`config.mk`:
```
export PLATFORM = sky130hd
export DESIGN_NAME = lru_cache_line_controller
export DESIGN_NICKNAME = d
export VERILOG_FILES = /design/src/sv/lcc_pkg.sv /design/src/sv/lru_cache_line_controller.sv /design/src/sv/lcc_addr_split.sv /design/src/sv/lcc_tag_store.sv /design/src/sv/lcc_lru_lookup.sv
export VERILOG_INCLUDE_DIRS = /design/src /design/src/sv
export SDC_FILE = /design/constraint.sdc
export NUM_CORES = 1
export LEC_CHECK = 0
export ABC_AREA = 1
export BUFFER_PORTS_ARGS = -buffer_cell sky130_fd_sc_hd__buf_2
export CAP_MARGIN = 40
export CORE_UTILIZATION = 53
export CTS_CLUSTER_DIAMETER = 100
export DETAILED_ROUTE_END_ITERATION = 16
export PLACE_DENSITY_LB_ADDON = 0.08
export SLEW_MARGIN = 40
export SYNTH_ARGS = -nofsm -noshare
export SYNTH_HDL_FRONTEND = slang
export SYNTH_SLANG_ARGS = --single-unit
export TNS_END_PERCENT = 50
```
`constraint.sdc`:
```
create_clock -name clk -period 4.05 [get_ports clk]
set_clock_uncertainty 0.2 [all_clocks]
set_input_delay 0.405 -clock clk [delete_from_list [all_inputs] [get_ports clk]]
set_output_delay 0.405 -clock clk [all_outputs]
set_load 0.005 [all_outputs]
```
`src/sv/lru_cache_line_controller_assert.svh`:
```
// ----------------------------------------------------------------------------
// lru_cache_line_controller_assert.svh
// Assertion macros for the cache line controller; empty under synthesis
// ----------------------------------------------------------------------------
`ifndef LRU_CACHE_LINE_CONTROLLER_ASSERT_SVH
`define LRU_CACHE_LINE_CONTROLLER_ASSERT_SVH

`ifndef SYNTHESIS
// checked property, off while reset is applied
`define LCC_ASSERT(name, prop, msg) \
  name: assert property (@(posedge clk) disable iff (!rst_n) prop) \
    else $error(msg);
// checked property, also live during reset
`define LCC_ASSERT_ALWAYS(name, prop, msg) \
  name: assert property (@(posedge clk) prop) \
    else $error(msg);
`else
`define LCC_ASSERT(name, prop, msg)
`define LCC_ASSERT_ALWAYS(name, prop, msg)
`endif

`endif

```
`src/sv/lcc_pkg.sv`:
```
// ----------------------------------------------------------------------------
// lcc_pkg
// Shared widths, constants, types and helpers of the cache line controller
// ----------------------------------------------------------------------------
package lcc_pkg;

  // field widths
  localparam int ADDR_W  = 7;
  localparam int LINE_W  = 4;
  localparam int OFS_W   = 4;
  localparam int WORDS_W = 4;
  localparam int SLOT_W  = 4;
  localparam int STALL_W = 8;

  // memory geometry
  localparam int LINE_WORDS = 10;
  localparam int MEM_TOP    = 127;
  localparam int LAST_LINE  = MEM_TOP / LINE_WORDS;
  localparam int LAST_WORDS = MEM_TOP + 1 - LAST_LINE * LINE_WORDS;

  // divide by LINE_WORDS as multiply and shift, exact over the address range
  localparam int RECIP_W    = 8;
  localparam int LINE_RECIP = 205;
  localparam int LINE_SHIFT = 11;

  localparam logic [STALL_W-1:0] MISS_PENALTY_RST = STALL_W'(10);

  // sequencer states
  typedef enum logic [2:0] {
    ST_CLEAR = 3'b001,
    ST_IDLE  = 3'b010,
    ST_LOOK  = 3'b100
  } state_t;

  // outcome of one table lookup
  typedef struct packed {
    logic              hit;
    logic              writeback;
    logic [SLOT_W-1:0] slot;
    logic [LINE_W-1:0] victim_line;
  } lkp_res_t;

  // words held by a line: the last line is short
  function automatic logic [WORDS_W-1:0] line_words(input logic [LINE_W-1:0] lnum);
    if (lnum == LINE_W'(LAST_LINE)) begin
      return WORDS_W'(LAST_WORDS);
    end
    return WORDS_W'(LINE_WORDS);
  endfunction

endpackage

```
`src/sv/lru_cache_line_controller.sv`:
```
// ----------------------------------------------------------------------------
// lru_cache_line_controller
// Fully associative LRU line controller: per word address it reports hit or
// miss, the slot used, write-back of a victim, fill size and stall charge
// ----------------------------------------------------------------------------
//  channel  | ports                               | transfer
//  ---------+-------------------------------------+---------------------------
//  input    | start, busy, in_address             | start high while busy low
//  result   | out_strobe, out_*                   | out_strobe, one cycle
//  config   | cfg_valid, cfg_ready, cfg_miss_pen. | valid and ready both high
//
//  an item is a registered table read from the row memory, then the lookup
//  and write-back of the row; a new item is not taken until that
//  write-back has landed, so the next read sees the updated row
//  the result shows in the cycle after the lookup, while the next item is taken
//  after reset a clearing pass zeroes the table while busy stays high
//  the result side has no stall; cfg_ready is always high
// ----------------------------------------------------------------------------
`include "lru_cache_line_controller_assert.svh"

module lru_cache_line_controller #(
  parameter int LINES = 5
) (
  input  logic                          clk,
  input  logic                          rst_n,
  // input channel
  input  logic                          start,
  output logic                          busy,
  input  logic [lcc_pkg::ADDR_W-1:0]    in_address,
  // result channel
  output logic                          out_strobe,
  output logic                          out_hit,
  output logic [lcc_pkg::SLOT_W-1:0]    out_line_slot,
  output logic [lcc_pkg::OFS_W-1:0]     out_word_offset,
  output logic [lcc_pkg::ADDR_W-1:0]    out_line_base,
  output logic                          out_writeback,
  output logic [lcc_pkg::ADDR_W-1:0]    out_victim_base,
  output logic [lcc_pkg::WORDS_W-1:0]   out_writeback_words,
  output logic [lcc_pkg::WORDS_W-1:0]   out_fill_words,
  output logic [lcc_pkg::STALL_W-1:0]   out_stall_cycles,
  // configuration
  input  logic                          cfg_valid,
  output logic                          cfg_ready,
  input  logic [lcc_pkg::STALL_W-1:0]   cfg_miss_penalty
);
  import lcc_pkg::*;

  localparam int RANK_W = (LINES > 1) ? $clog2(LINES) : 1;

  state_t state_r;
  state_t state_nxt;

  logic                  accept;
  logic [STALL_W-1:0]    miss_penalty_r;
  logic [ADDR_W-1:0]     sat_address;
  logic [LINE_W-1:0]     line_num;
  logic [ADDR_W-1:0]     addr_r;
  logic [LINE_W-1:0]     line_r;

  logic                  wr_en;
  logic [LINES-1:0]             wr_valid;
  logic [LINES-1:0][LINE_W-1:0] wr_line;
  logic [LINES-1:0][RANK_W-1:0] wr_rank;
  logic [LINES-1:0]             rd_valid;
  logic [LINES-1:0][LINE_W-1:0] rd_line;
  logic [LINES-1:0][RANK_W-1:0] rd_rank;
  logic [LINES-1:0]             upd_valid;
  logic [LINES-1:0][LINE_W-1:0] upd_line;
  logic [LINES-1:0][RANK_W-1:0] upd_rank;
  lkp_res_t              lkp;

  logic [ADDR_W-1:0]     base;
  logic                  out_strobe_r;
  logic                  out_hit_r;
  logic [SLOT_W-1:0]     out_line_slot_r;
  logic [OFS_W-1:0]      out_word_offset_r;
  logic [ADDR_W-1:0]     out_line_base_r;
  logic                  out_writeback_r;
  logic [ADDR_W-1:0]     out_victim_base_r;
  logic [WORDS_W-1:0]    out_writeback_words_r;
  logic [WORDS_W-1:0]    out_fill_words_r;
  logic [STALL_W-1:0]    out_stall_cycles_r;

  assign busy   = (state_r != ST_IDLE);
  assign accept = start && !busy;

  // sequencer
  always_comb begin
    state_nxt = state_r;
    unique case (state_r)
      ST_CLEAR: state_nxt = ST_IDLE;
      ST_IDLE: begin
        if (start) begin
          state_nxt = ST_LOOK;
        end
      end
      ST_LOOK:  state_nxt = ST_IDLE;
      default:  state_nxt = ST_CLEAR;
    endcase
  end

  always_ff @(posedge clk) begin
    if (!rst_n) begin
      state_r <= ST_CLEAR;
    end else begin
      state_r <= state_nxt;
    end
  end

  // miss penalty register
  assign cfg_ready = 1'b1;

  always_ff @(posedge clk) begin
    if (!rst_n) begin
      miss_penalty_r <= MISS_PENALTY_RST;
    end else if (cfg_valid && cfg_ready) begin
      miss_penalty_r <= cfg_miss_penalty;
    end
  end

  // address split and capture
  lcc_addr_split u_split (
    .address     (in_address),
    .sat_address (sat_address),
    .line_num    (line_num)
  );

  always_ff @(posedge clk) begin
    if (accept) begin
      addr_r <= sat_address;
      line_r <= line_num;
    end
  end

  // table memory: zero row on clear, updated row after lookup
  assign wr_en    = (state_r == ST_CLEAR) || (state_r == ST_LOOK);
  assign wr_valid = (state_r == ST_LOOK) ? upd_valid : '0;
  assign wr_line  = (state_r == ST_LOOK) ? upd_line  : '0;
  assign wr_rank  = (state_r == ST_LOOK) ? upd_rank  : '0;

  lcc_tag_store #(.LINES(LINES)) u_store (
    .clk      (clk),
    .rd_en    (accept),
    .wr_en    (wr_en),
    .wr_valid (wr_valid),
    .wr_line  (wr_line),
    .wr_rank  (wr_rank),
    .rd_valid (rd_valid),
    .rd_line  (rd_line),
    .rd_rank  (rd_rank)
  );

  lcc_lru_lookup #(.LINES(LINES)) u_lookup (
    .cur_valid (rd_valid),
    .cur_line  (rd_line),
    .cur_rank  (rd_rank),
    .req_line  (line_r),
    .res       (lkp),
    .new_valid (upd_valid),
    .new_line  (upd_line),
    .new_rank  (upd_rank)
  );

  // line base of the request
  assign base = ADDR_W'(line_r * LINE_WORDS);

  // result strobe
  always_ff @(posedge clk) begin
    if (!rst_n) begin
      out_strobe_r <= 1'b0;
    end else begin
      out_strobe_r <= (state_r == ST_LOOK);
    end
  end

  // result payload
  always_ff @(posedge clk) begin
    if (state_r == ST_LOOK) begin
      out_hit_r         <= lkp.hit;
      out_line_slot_r   <= lkp.slot;
      out_word_offset_r <= OFS_W'(addr_r - base);
      out_line_base_r   <= base;
      out_writeback_r   <= lkp.writeback;
      out_victim_base_r <= lkp.writeback ? ADDR_W'(lkp.victim_line * LINE_WORDS) : '0;
      out_writeback_words_r <= lkp.writeback ? line_words(lkp.victim_line) : '0;
      out_fill_words_r      <= lkp.hit ? '0 : line_words(line_r);
      out_stall_cycles_r    <= lkp.hit ? '0 : miss_penalty_r;
    end
  end

  assign out_strobe          = out_strobe_r;
  assign out_hit             = out_hit_r;
  assign out_line_slot       = out_line_slot_r;
  assign out_word_offset     = out_word_offset_r;
  assign out_line_base       = out_line_base_r;
  assign out_writeback       = out_writeback_r;
  assign out_victim_base     = out_victim_base_r;
  assign out_writeback_words = out_writeback_words_r;
  assign out_fill_words      = out_fill_words_r;
  assign out_stall_cycles    = out_stall_cycles_r;

  // checks
  `LCC_ASSERT_ALWAYS(a_reset_clears, !rst_n |=> busy, "not busy after reset")
  `LCC_ASSERT(a_item_result, accept |-> ##2 out_strobe, "item without result")
  `LCC_ASSERT(a_strobe_src, out_strobe |-> $past(state_r) == ST_LOOK, "stray result strobe")
  `LCC_ASSERT(a_hit_quiet, out_strobe && out_hit |-> !out_writeback && (out_fill_words == '0) && (out_stall_cycles == '0), "hit with miss fields")
  `LCC_ASSERT(a_wb_words, out_strobe && out_writeback |-> !out_hit && (out_writeback_words != '0), "write-back without words")

endmodule

```
`src/sv/lcc_addr_split.sv`:
```
// ----------------------------------------------------------------------------
// lcc_addr_split
// Clamps a word address to the memory and derives its line number
// ----------------------------------------------------------------------------
module lcc_addr_split (
  input  logic [lcc_pkg::ADDR_W-1:0] address,
  output logic [lcc_pkg::ADDR_W-1:0] sat_address,
  output logic [lcc_pkg::LINE_W-1:0] line_num
);
  import lcc_pkg::*;

  localparam int PROD_W = ADDR_W + RECIP_W;

  logic [PROD_W-1:0] prod;

  // clamp to the top of memory
  assign sat_address = (address > ADDR_W'(MEM_TOP)) ? ADDR_W'(MEM_TOP) : address;

  // line number by reciprocal multiply
  assign prod     = PROD_W'(sat_address) * PROD_W'(LINE_RECIP);
  assign line_num = prod[LINE_SHIFT +: LINE_W];

endmodule

```
`src/sv/lcc_tag_store.sv`:
```
// ----------------------------------------------------------------------------
// lcc_tag_store
// Synchronous table memory: one row with valid, line and rank of every slot
// ----------------------------------------------------------------------------
module lcc_tag_store #(
  parameter  int LINES  = 5,
  localparam int RANK_W = (LINES > 1) ? $clog2(LINES) : 1
) (
  input  logic                                  clk,
  input  logic                                  rd_en,
  input  logic                                  wr_en,
  input  logic [LINES-1:0]                      wr_valid,
  input  logic [LINES-1:0][lcc_pkg::LINE_W-1:0] wr_line,
  input  logic [LINES-1:0][RANK_W-1:0]          wr_rank,
  output logic [LINES-1:0]                      rd_valid,
  output logic [LINES-1:0][lcc_pkg::LINE_W-1:0] rd_line,
  output logic [LINES-1:0][RANK_W-1:0]          rd_rank
);
  import lcc_pkg::*;

  localparam int ROW_W = LINES * (1 + LINE_W + RANK_W);

  logic [ROW_W-1:0] mem_r [1];
  logic [ROW_W-1:0] rd_row_r;

  // write port
  always_ff @(posedge clk) begin
    if (wr_en) begin
      mem_r[0] <= {wr_valid, wr_line, wr_rank};
    end
  end

  // registered read port
  always_ff @(posedge clk) begin
    if (rd_en) begin
      rd_row_r <= mem_r[0];
    end
  end

  assign {rd_valid, rd_line, rd_rank} = rd_row_r;

endmodule

```
`src/sv/lcc_lru_lookup.sv`:
```
// ----------------------------------------------------------------------------
// lcc_lru_lookup
// Tag match, victim choice and LRU rank update over one table row
// ----------------------------------------------------------------------------
module lcc_lru_lookup #(
  parameter  int LINES  = 5,
  localparam int RANK_W = (LINES > 1) ? $clog2(LINES) : 1
) (
  input  logic [LINES-1:0]                      cur_valid,
  input  logic [LINES-1:0][lcc_pkg::LINE_W-1:0] cur_line,
  input  logic [LINES-1:0][RANK_W-1:0]          cur_rank,
  input  logic [lcc_pkg::LINE_W-1:0]            req_line,
  output lcc_pkg::lkp_res_t                     res,
  output logic [LINES-1:0]                      new_valid,
  output logic [LINES-1:0][lcc_pkg::LINE_W-1:0] new_line,
  output logic [LINES-1:0][RANK_W-1:0]          new_rank
);
  import lcc_pkg::*;

  logic              hit;
  logic [SLOT_W-1:0] hit_slot;
  logic              has_free;
  logic [SLOT_W-1:0] free_slot;
  logic [SLOT_W-1:0] lru_slot;
  logic [SLOT_W-1:0] slot;
  logic [RANK_W-1:0] old_rank;
  logic [LINE_W-1:0] victim_line;
  logic              victim_valid;

  // priority scans, lowest slot wins
  always_comb begin
    hit       = 1'b0;
    hit_slot  = '0;
    has_free  = 1'b0;
    free_slot = '0;
    lru_slot  = '0;
    for (int i = LINES - 1; i >= 0; i--) begin
      if (cur_valid[i] && (cur_line[i] == req_line)) begin
        hit      = 1'b1;
        hit_slot = SLOT_W'(i);
      end
      if (!cur_valid[i]) begin
        has_free  = 1'b1;
        free_slot = SLOT_W'(i);
      end
      // with every slot valid the ranks are a permutation, oldest is the top rank
      if (cur_rank[i] == RANK_W'(LINES - 1)) begin
        lru_slot = SLOT_W'(i);
      end
    end
  end

  assign slot = hit ? hit_slot : (has_free ? free_slot : lru_slot);

  // fields of the chosen slot
  always_comb begin
    old_rank     = '0;
    victim_line  = '0;
    victim_valid = 1'b0;
    for (int i = 0; i < LINES; i++) begin
      if (SLOT_W'(i) == slot) begin
        old_rank     = cur_rank[i];
        victim_line  = cur_line[i];
        victim_valid = cur_valid[i];
      end
    end
  end

  // rank aging and slot refill
  always_comb begin
    for (int i = 0; i < LINES; i++) begin
      if (SLOT_W'(i) == slot) begin
        new_valid[i] = 1'b1;
        new_line[i]  = req_line;
        new_rank[i]  = '0;
      end else begin
        new_valid[i] = cur_valid[i];
        new_line[i]  = cur_line[i];
        if (cur_valid[i] && (!hit || (cur_rank[i] < old_rank))) begin
          new_rank[i] = cur_rank[i] + RANK_W'(1);
        end else begin
          new_rank[i] = cur_rank[i];
        end
      end
    end
  end

  assign res.hit         = hit;
  assign res.writeback   = !hit && victim_valid;
  assign res.slot        = slot;
  assign res.victim_line = victim_line;

endmodule
```
==> impl_metrics.py <==
metrics = {
    "critical_path": {
        "endpoint_kind": "flop",
        "critPathMaxStageDelay_ps": 490,
        "critPathSlowestCell": "fa_1",
        "cp.arrival_ps": 3870,
        "cp_common_cell": "inv_1",
        "ff2ff_setup_slack_ps": 310,
        "startpoint": "in_address[3]",
        "worstSetupStartpointType": "input pin",
        "critPathKind": "input pin to flop",
        "path_delay_family": "adder cells",
        "path_buf_inv": 4,
        "r2r-start": "u_store.rd_row_r[7]",
        "critPathRequiredTime_ps": 4020,
        "crit_chain": "buf_2, ha_1, nand4_1, inv_1, and2_4, or2_4, ha_4, ha_2, fa_1, inv_1, fa_1, inv_1, ha_1, nand2_1, o21ai_1, nand2_1, o2111ai_2, a21o_1, a21oi_2, xor2_1",
        "crit_path_max_fanout": 4,
    },
    "global_route": {
        "grtUsageTotal_pct": 23.0,
        "grt_pass1_vias": 5296,
        "grt_pass1_wl_um": 25500,
        "antenna_found_initial": 0,
        "grt-ovfl-total": 0,
        "grt_max_degree": 56,
    },
    "floorplanning": {
        "io_pins": 62,
        "die_x_um": 121,
        "placementRows": 43,
        "initial_utilization_pct": 54.3,
        "die_h_um": 121,
        "die_area_sq_mm": 0.0147,
        "core_area_sq_mm": 0.0138,
    },
    "synth": {
        "synth_edf_count": 121,
        "ys_seq_area_share_pct": 51.6,
        "netlist_top_cells_area": "edfxtp_1 48%, ha_1 9.5%, nand2_1 6.2%, inv_1 4.9%, a21oi_1 3.8%",
        "synth_top_cell_area_share_pct": 48.4,
        "synth_area_sq_mm": 0.00751,
        "syn_avg_cell_area_sq_um": 10.1,
        "async_flop_share_pct": 0,
        "syn_inst": 742,
        "ys.flop_type": "edfxtp_1",
        "synth-seq-cells": 133,
        "synth_top_cell_by_area": "edfxtp_1",
        "yosysWarnings": 0,
        "synth_cell_type_count": 51,
    },
    "power_and_ir_drop": {
        "swShare_pct": 27.9,
        "p_total_mw": 3.95,
        "powerDensity_mw_per_mm2": 440,
        "switchingPower_mw": 1.10,
        "clkPwrFrac_pct": 37.1,
        "leakage_nw": 3.97,
        "power.share.combinational_pct": 18.9,
        "p_int_mw": 2.85,
        "p_seq_share_pct": 44.0,
        "ir_drop_mv": 0.334,
    },
    "clock_network": {
        "clock-sinks": 133,
        "clock_latency_ps": 420,
        "cts_root_buf": "clkbuf_16",
        "htreeDepth": 4,
        "cts_buffers": 17,
        "tritoncts": "done",
        "clk_pin_slew_ps": 60,
        "cts_max_path_buffers": 2,
    },
    "drt": {
        "drc": 0,
        "vias_per_cell": 5.17,
        "wirelength_um": 15800,
        "wl_per_cell_um": 15.2,
        "firstDrtPassIters": 5,
        "drtIter0Drc": 315,
        "vias": 5379,
        "ant_nets": 0,
    },
    "worst_hold_path": {
        "min-delay-path-class": "input pin to flop",
        "min_from": "cfg_miss_penalty[3]",
    },
    "finish": {
        "diodes": 0,
        "stdcell_count": 1040,
        "final_cell_mix": "123 x nand2_1, 121 x edfxtp_1, 98 x inv_1, 54 x a21oi_1, 53 x buf_2",
        "synthToLayoutAreaGrowth_pct": 19.4,
        "n_fill_cell": 1113,
        "drive_above_1_share_pct": 24.4,
        "final_cell_area_sq_mm": 0.00897,
        "fin_nets": 934,
        "layout_commonest_cell": "nand2_1",
    },
    "sta": {
        "timing.slew.headroom_pct": 50.8,
        "hold_violations": 0,
        "layout_min_cycle_time_ps": 3900,
        "fin_ws_ps": 149,
        "max_freq_mhz": 256,
        "timing.final.crit_share_pct": 96.3,
        "worst_pin_slew_ps": 733,
        "whs_ps": 22.5,
        "setup_viol": 0,
        "maxSlewViolCount": 0,
    },
    "placed_design": {
        "place_inst": 998,
        "hpwl_um": 11600,
        "portBuffers": 53,
        "gp_congestion": 0.845,
        "place_area_sq_mm": 0.00828,
        "dp_worst_setup_slack_ps": -336,
    },
    "run_status": {
        "outcome": "finished, final reports clean",
    },
    "job": {
        "maxCapViolations": 0,
    },
}
## cell families after synthesis
group | share of synthesized area [%]
DFF | 51.6
and+or+nand+nor | 17.5
buffers and inverters | 7.78
xor gates and xnor gates | 1.98
other | 0.100
adders and majority gates | 12.4
AOI/OAI and AO/OA | 8.60
## metrics by stage
stage                     util (%)  setup TNS [ps]
final                         64.9               0
after global routing          64.9           -3.57
after CTS                     64.1               0
after detailed placement      59.9            -742
after global placement        59.9            -425
after floorplan                  -               0
## power by group through the flow
stage                     clock [mW]  sequential (mW)  combinational, mW
after global placement             0             1.76              0.687
final                           1.47             1.74              0.746
after CTS                       1.48             1.74              0.717
after detailed placement           0             1.77              0.709
after floorplan                    0             1.75              0.502
after global routing            1.54             1.75              0.842
## final cells by class
| class | instances | area (sq um) | share of cell area (%) |
|---|---|---|---|
| timing repair buffer | 106 | 666 | 7.42 |
| clock inverter | 11 | 86.3 | 0.962 |
| multi-input combinational | 480 | 3220 | 35.9 |
| tap | 180 | 225 | 2.51 |
| sequential | 133 | 3870 | 43.2 |
| inverter | 109 | 412 | 4.59 |
| clock buffer | 21 | 483 | 5.38 |
## worst reg2reg max path, delay by kind of cell, from the launching register on
| family | cells | cell delay (ps) |
|---|---|---|
| buf+inv | 4 | 340 |
| flops | 1 | 400 |
| fa+ha+maj | 4 | 1030 |
| simple gates | 10 | 960 |
| compound gates | 4 | 570 |
## final timing paths
| check | to | cells past startpoint |
|---|---|---|
| max | line_r[3] | 20 |
| min | miss_penalty_r[3] | 3 |
| max reg2reg | out_victim_base[6] | 22 |
| min reg2reg | u_store.rd_row_r[15] | 0 |
## sequential cells by signal (all words and copies together), names as in the netlist
| name | flops |
|---|---|
| out_writeback | 1 |
| out_writeback_words | 2 |
| out_stall_cycles | 8 |
| out_hit | 1 |
| miss_penalty_r | 8 |
| u_store.rd_row_r | 40 |
| u_store.mem_r | 40 |
| state_r | 3 |
| out_line_slot | 3 |
| out_line_base | 6 |
| out_fill_words | 2 |
| line_r | 4 |
| out_victim_base | 6 |
| out_word_offset | 4 |
| out_strobe | 1 |
| addr_r | 4 |
## synth_stat cells, types with 7 or more instances
cell type  instances
a21oi_1           57
buf_4             11
dfxtp_1           12
edfxtp_1         121
fa_1              11
ha_1              57
inv_1             99
inv_2              7
nand2_1          125
nand2_2           13
nand2_4            7
nand3_1           39
nor2_1            56
o21ai_0           33
xor2_1            11
## metal layers
metal	wire, um	GRT usage (%)
met5	0	0
met4	284	8.18
met3	635	4.89
met2	7870	39.3
met1	7040	28.8
## repair_timing
item	in CTS	in global routing
hold buffers	1	0
endpoints found under the hold margin	1	0
setup endpoints to repair	0	8
resized for setup	0	10
setup buffers	0	9
Note: power is estimated with default switching activity, not from simulation.
